$ cat config.mk
export PLATFORM = sky130hd
export DESIGN_NAME = ntc_dfa
export DESIGN_NICKNAME = d
export VERILOG_FILES = /design/src/rtl/ntc_pkg.sv /design/src/rtl/ntc_dfa.sv
export SDC_FILE = /design/constraint.sdc
export NUM_CORES = 1
export LEC_CHECK = 0
export BUFFER_PORTS_ARGS = -buffer_cell sky130_fd_sc_hd__buf_2
export CAP_MARGIN = 20
export CORE_MARGIN = 4
export CORE_UTILIZATION = 25
export DETAILED_ROUTE_END_ITERATION = 8
export PLACE_DENSITY = 0.45
export SYNTH_ARGS = -nofsm -noshare
export SYNTH_HDL_FRONTEND = slang
export SYNTH_SLANG_ARGS = --single-unit
$ cat constraint.sdc
create_clock -name vclk -period 1.3
set_input_delay 0.065 -clock vclk [all_inputs]
set_output_delay 0.065 -clock vclk [all_outputs]
set_load 0.03 [all_outputs]
$ cat src/rtl/ntc_pkg.sv
// package with state codes, character classes and transition tables of the token checker
`timescale 1ns / 1ps

package ntc_pkg;

    localparam int CHAR_W = 8;
    localparam int NUM_W  = 4;
    localparam int NAME_W = 3;
    localparam int VERD_W = 3;

    typedef logic [NUM_W-1:0]  num_state_t;
    typedef logic [NAME_W-1:0] name_state_t;
    typedef logic [VERD_W-1:0] num_verdict_t;

    localparam num_state_t NS_START    = 4'd0;
    localparam num_state_t NS_SIGN     = 4'd1;
    localparam num_state_t NS_DOT      = 4'd2;
    localparam num_state_t NS_S3       = 4'd3;
    localparam num_state_t NS_S4       = 4'd4;
    localparam num_state_t NS_EXP      = 4'd5;
    localparam num_state_t NS_EXP_DIG  = 4'd6;
    localparam num_state_t NS_TRAIL    = 4'd7;
    localparam num_state_t NS_INT      = 4'd8;
    localparam num_state_t NS_FRAC     = 4'd9;
    localparam num_state_t NS_EXP_SIGN = 4'd10;
    localparam num_state_t NS_DEAD     = 4'd11;

    localparam name_state_t IS_START  = 3'd0;
    localparam name_state_t IS_LETTER = 3'd1;
    localparam name_state_t IS_DIGIT  = 3'd2;
    localparam name_state_t IS_TRAIL  = 3'd3;
    localparam name_state_t IS_DEAD   = 3'd4;

    localparam num_verdict_t NV_INVALID = 3'd0;
    localparam num_verdict_t NV_DECIMAL = 3'd1;
    localparam num_verdict_t NV_INTEGER = 3'd2;
    localparam num_verdict_t NV_SCI     = 3'd3;
    localparam num_verdict_t NV_TRAIL   = 3'd4;

    typedef enum logic [2:0] {
        NC_BLANK,
        NC_SIGN,
        NC_DOT,
        NC_EXPMARK,
        NC_DIGIT,
        NC_OTHER
    } num_class_t;

    typedef enum logic [1:0] {
        IC_BLANK,
        IC_LETTER,
        IC_DIGIT,
        IC_OTHER
    } name_class_t;

    localparam logic [CHAR_W-1:0] CH_NUL    = 8'h00;
    localparam logic [CHAR_W-1:0] CH_BLANK  = 8'h20;
    localparam logic [CHAR_W-1:0] CH_PLUS   = 8'h2b;
    localparam logic [CHAR_W-1:0] CH_MINUS  = 8'h2d;
    localparam logic [CHAR_W-1:0] CH_DOT    = 8'h2e;
    localparam logic [CHAR_W-1:0] CH_ZERO   = 8'h30;
    localparam logic [CHAR_W-1:0] CH_NINE   = 8'h39;
    localparam logic [CHAR_W-1:0] CH_UP_A   = 8'h41;
    localparam logic [CHAR_W-1:0] CH_UP_E   = 8'h45;
    localparam logic [CHAR_W-1:0] CH_UP_Z   = 8'h5a;
    localparam logic [CHAR_W-1:0] CH_UNDER  = 8'h5f;
    localparam logic [CHAR_W-1:0] CH_LO_A   = 8'h61;
    localparam logic [CHAR_W-1:0] CH_LO_E   = 8'h65;
    localparam logic [CHAR_W-1:0] CH_LO_Z   = 8'h7a;

    typedef struct packed {
        num_state_t   num_next;
        name_state_t  name_next;
        num_verdict_t num_verdict;
        logic         name_verdict;
    } step_t;

    function automatic num_class_t num_class(input logic [CHAR_W-1:0] c);
        num_class_t r;
        if (c >= CH_ZERO && c <= CH_NINE) r = NC_DIGIT;
        else if (c == CH_PLUS || c == CH_MINUS) r = NC_SIGN;
        else if (c == CH_BLANK) r = NC_BLANK;
        else if (c == CH_DOT) r = NC_DOT;
        else if (c == CH_LO_E || c == CH_UP_E) r = NC_EXPMARK;
        else r = NC_OTHER;
        return r;
    endfunction

    function automatic name_class_t name_class(input logic [CHAR_W-1:0] c);
        name_class_t r;
        if (c >= CH_ZERO && c <= CH_NINE) r = IC_DIGIT;
        else if ((c >= CH_LO_A && c <= CH_LO_Z) || (c >= CH_UP_A && c <= CH_UP_Z)
                 || c == CH_UNDER) r = IC_LETTER;
        else if (c == CH_BLANK) r = IC_BLANK;
        else r = IC_OTHER;
        return r;
    endfunction

    function automatic num_state_t num_next(input num_state_t s, input num_class_t k);
        num_state_t r;
        r = NS_DEAD;
        unique case (s) inside
            NS_START: begin
                case (k)
                    NC_BLANK: r = NS_START;
                    NC_SIGN:  r = NS_SIGN;
                    NC_DOT:   r = NS_DOT;
                    NC_DIGIT: r = NS_INT;
                    default:  r = NS_DEAD;
                endcase
            end
            NS_SIGN: begin
                case (k)
                    NC_DOT:   r = NS_DOT;
                    NC_DIGIT: r = NS_INT;
                    default:  r = NS_DEAD;
                endcase
            end
            NS_DOT: begin
                r = (k == NC_DIGIT) ? NS_FRAC : NS_DEAD;
            end
            NS_S3: begin
                case (k)
                    NC_DOT:     r = NS_S4;
                    NC_EXPMARK: r = NS_EXP;
                    NC_DIGIT:   r = NS_S3;
                    default:    r = NS_DEAD;
                endcase
            end
            NS_S4, NS_FRAC: begin
                case (k)
                    NC_BLANK:   r = NS_TRAIL;
                    NC_EXPMARK: r = NS_EXP;
                    NC_DIGIT:   r = NS_FRAC;
                    default:    r = NS_DEAD;
                endcase
            end
            NS_EXP: begin
                case (k)
                    NC_SIGN:  r = NS_EXP_SIGN;
                    NC_DIGIT: r = NS_EXP_DIG;
                    default:  r = NS_DEAD;
                endcase
            end
            NS_EXP_DIG: begin
                case (k)
                    NC_BLANK: r = NS_TRAIL;
                    NC_DIGIT: r = NS_EXP_DIG;
                    default:  r = NS_DEAD;
                endcase
            end
            NS_TRAIL: begin
                r = (k == NC_BLANK) ? NS_TRAIL : NS_DEAD;
            end
            NS_INT: begin
                case (k)
                    NC_BLANK:   r = NS_TRAIL;
                    NC_DOT:     r = NS_FRAC;
                    NC_EXPMARK: r = NS_EXP;
                    NC_DIGIT:   r = NS_INT;
                    default:    r = NS_DEAD;
                endcase
            end
            NS_EXP_SIGN: begin
                r = (k == NC_DIGIT) ? NS_EXP_DIG : NS_DEAD;
            end
            default: r = NS_DEAD;
        endcase
        return r;
    endfunction

    function automatic num_verdict_t num_end(input num_state_t s);
        num_verdict_t r;
        unique case (s) inside
            NS_S3, NS_EXP_DIG: r = NV_SCI;
            NS_S4, NS_FRAC:    r = NV_DECIMAL;
            NS_TRAIL:          r = NV_TRAIL;
            NS_INT:            r = NV_INTEGER;
            default:           r = NV_INVALID;
        endcase
        return r;
    endfunction

    function automatic name_state_t name_next(input name_state_t s, input name_class_t k);
        name_state_t r;
        unique case (s) inside
            IS_START: begin
                case (k)
                    IC_BLANK:  r = IS_START;
                    IC_LETTER: r = IS_LETTER;
                    default:   r = IS_DEAD;
                endcase
            end
            IS_LETTER, IS_DIGIT: begin
                case (k)
                    IC_BLANK:  r = IS_TRAIL;
                    IC_LETTER: r = IS_LETTER;
                    IC_DIGIT:  r = IS_DIGIT;
                    default:   r = IS_DEAD;
                endcase
            end
            IS_TRAIL: begin
                r = (k == IC_BLANK) ? IS_TRAIL : IS_DEAD;
            end
            default: r = IS_DEAD;
        endcase
        return r;
    endfunction

    function automatic logic name_end(input name_state_t s);
        return (s == IS_LETTER) || (s == IS_DIGIT) || (s == IS_TRAIL);
    endfunction

endpackage

$ cat src/rtl/ntc_dfa.sv
// one step of both recognizers: next states and end-of-token verdicts
`timescale 1ns / 1ps

module ntc_dfa (
    input  ntc_pkg::num_state_t        num_state,
    input  ntc_pkg::name_state_t       name_state,
    input  logic [ntc_pkg::CHAR_W-1:0] char_in,
    output ntc_pkg::step_t             step
);

    always_comb begin
        step.num_next     = ntc_pkg::num_next(num_state, ntc_pkg::num_class(char_in));
        step.name_next    = ntc_pkg::name_next(name_state, ntc_pkg::name_class(char_in));
        step.num_verdict  = ntc_pkg::num_end(num_state);
        step.name_verdict = ntc_pkg::name_end(name_state);
    end

endmodule

==> out/summary.txt <==
Status: complete, but fails checks
Failing checks: setup timing
Yosys Warn Count: 0
RePlAce Congestion: 0.834
Die width: 63.3 um
CP max stage cell: or4_4
CP Capture Point: step[10]
Tot Pwr: 453 uW
Critical Path RT: 1.24 ns
Min-Delay Path Depth: 3
Max-Cap Viols: 0
Antenna violations before repair: 0
# IOs: 26
CP peak stage delay: 0.51 ns
CP Launch Type: input pin
Cell Count Post-Placement: 199
Slew HR: 0.720
Finished layout cell area: 1530 um^2
Total wire length: 2900 um
Mean Syn Cell Area: 6.72 um^2
# rows: 19
Die Y: 63.3 um
CP endpoint kind: output port
Min Hold Slack: 0.422 ns
TritonRoute pass-1 iters: 4
Starting density of the core: 0.268
Cell area after synthesis: 766 um^2
Largest net degree at the start of global routing: 11
Vias in the first global route: 1,113
Post-Layout Cell Count: 208
Die area: 4010 um^2
Seq/Total Area, Yosys: 0
RSZ-0062 raised after global routing: yes
Area grow syn2layout: 99.3%
Worst Setup SP: char_in[6]
Tcrit/Tclk final: 1.27
Grt ovf: 0
Fmax: 0.607 GHz
Worst setup margin: -0.349 ns
Slew @ Worst Pin: 0.416 ns
P_leak: 0.641 nW
Area of the multi-input gates: 863 um^2
Commonest non-fill, non-tap cell in the layout: buf_4
Post-Synthesis Cells: 114
Final count of negative-setup-slack endpoints: 7
Worst ir drop on vdd: 0.000151 V
Crit-path max FO: 6
Vias: 1,143
Arr. time, crit path: 1.58 ns
Final nets: 194
Post-route minimum period: 1.65 ns
Setup Slack @ Placement: -0.485 ns
Syn Nets: 129
Fraction of layout cells with a size suffix above 1: 0.633
Most frequent cells in the layout: buf_4, buf_6, nor2_1
Drt initial violations: 48
WS Path Type: in -> out
CLK BUF: 0
Pwr Density: 297 nW/um^2
Routed Antenna Nets: 0
DRC viols: 0
Crit-path cells: buf_8, nor4b_4, buf_4, nand2_2, a32oi_2, nor2_1, or4_4, buf_6
Sequential Area: 0 um^2
Core box area: 2850 um^2
First-pass GRT wire length: 4960 um
Cts hold-fix bufs: 0
Buffer and inverter count on the worst path: 3
Delay-heaviest family, CP: simple AND/OR/NAND/NOR gates
All-layer global routing usage: 0.140
Final hold viol count: 0
WL/cell: 14.0 um
Filler cell count: 263
Synth cell types: 52
Dpl hpwl: 2190 um
Placed cell areas: 1190 um^2
Min-delay worst type: in -> out
Crit path depth: 8
Final count of pins violating max slew: 0
Sequential cell count: 0
Vias/cell: 5.50
Antenna Cells: 0
I/O Buffers: 26
timing repair:
item	in CTS	in global routing
endpoints found under the hold margin	0	0
setup buffers	7	3
resized for setup	47	22
pin swaps	15	17
setup endpoints to repair	7	7
Yosys cell counts (2+ instances only):
master     number  area share
nand3b_1        2       0.020
nor2b_1         4       0.033
nand4_1         3       0.025
a21boi_0        2       0.020
nand2_1         8       0.039
a21oi_1         6       0.039
or2b_2          2       0.023
o21ai_0         4       0.026
nor2_1         13       0.064
buf_6           2       0.029
nand2b_1        2       0.016
nand3_1         7       0.046
a221o_1         2       0.026
clkbuf_1        3       0.015
nor4_1          3       0.025
buf_4           2       0.020
a31oi_1         3       0.025
and2_2          3       0.029
inv_1           3       0.015
o2111ai_1       2       0.023
nor3_1          4       0.026
o22ai_1         3       0.025
o32ai_1         2       0.023
through the flow:
step | TNS (ns) | utilization
3_3_place_gp | -2.15 | 0.418
2_1_floorplan | -0.279 | -
3_5_place_dp | -2.33 | 0.418
4_1_cts | -1.41 | 0.495
6_report | -1.39 | 0.535
5_1_grt | -2.00 | 0.535
power breakdown:
part	internal [mW]	switching [mW]	leakage (nW)	total [mW]
combinational	0.224	0.230	0.641	0.453
clock	0	0	0	0
sequential	0	0	0	0
total	0.224	0.230	0.641	0.453
cells by family after synthesis:
family,Yosys count,share of synthesized area
simple gates,64,0.528
buf+inv,12,0.106
fa+ha+maj,1,0.0131
compound gates,35,0.330
xor+xnor,2,0.0229
cell type report:
cell class / count / share of cell area
repair buffers: 72 / 0.402
well taps: 31 / 0.0254
multi-input cells: 102 / 0.566
inverters: 3 / 0.00738
worst min path at each step:
stage | startpoint | endpoint | slack [ns]
floorplan | name_state[2] | step[5] | 0.19
global placement | name_state[2] | step[5] | 0.44
detailed placement | name_state[2] | step[5] | 0.44
CTS | name_state[2] | step[5] | 0.41
global route | name_state[2] | step[5] | 0.45
finish | name_state[2] | step[5] | 0.42
per-layer routing:
| metal | global-route usage | wire length (um) | share of wire |
|---|---|---|---|
| met4 | 0.00539 | 0 | 0 |
| met2 | 0.239 | 1420 | 0.49 |
| met1 | 0.203 | 1360 | 0.47 |
| met5 | 0 | 0 | 0 |
| met3 | 0.00533 | 122 | 0.042 |
Note: power is estimated with default switching activity, not from simulation.
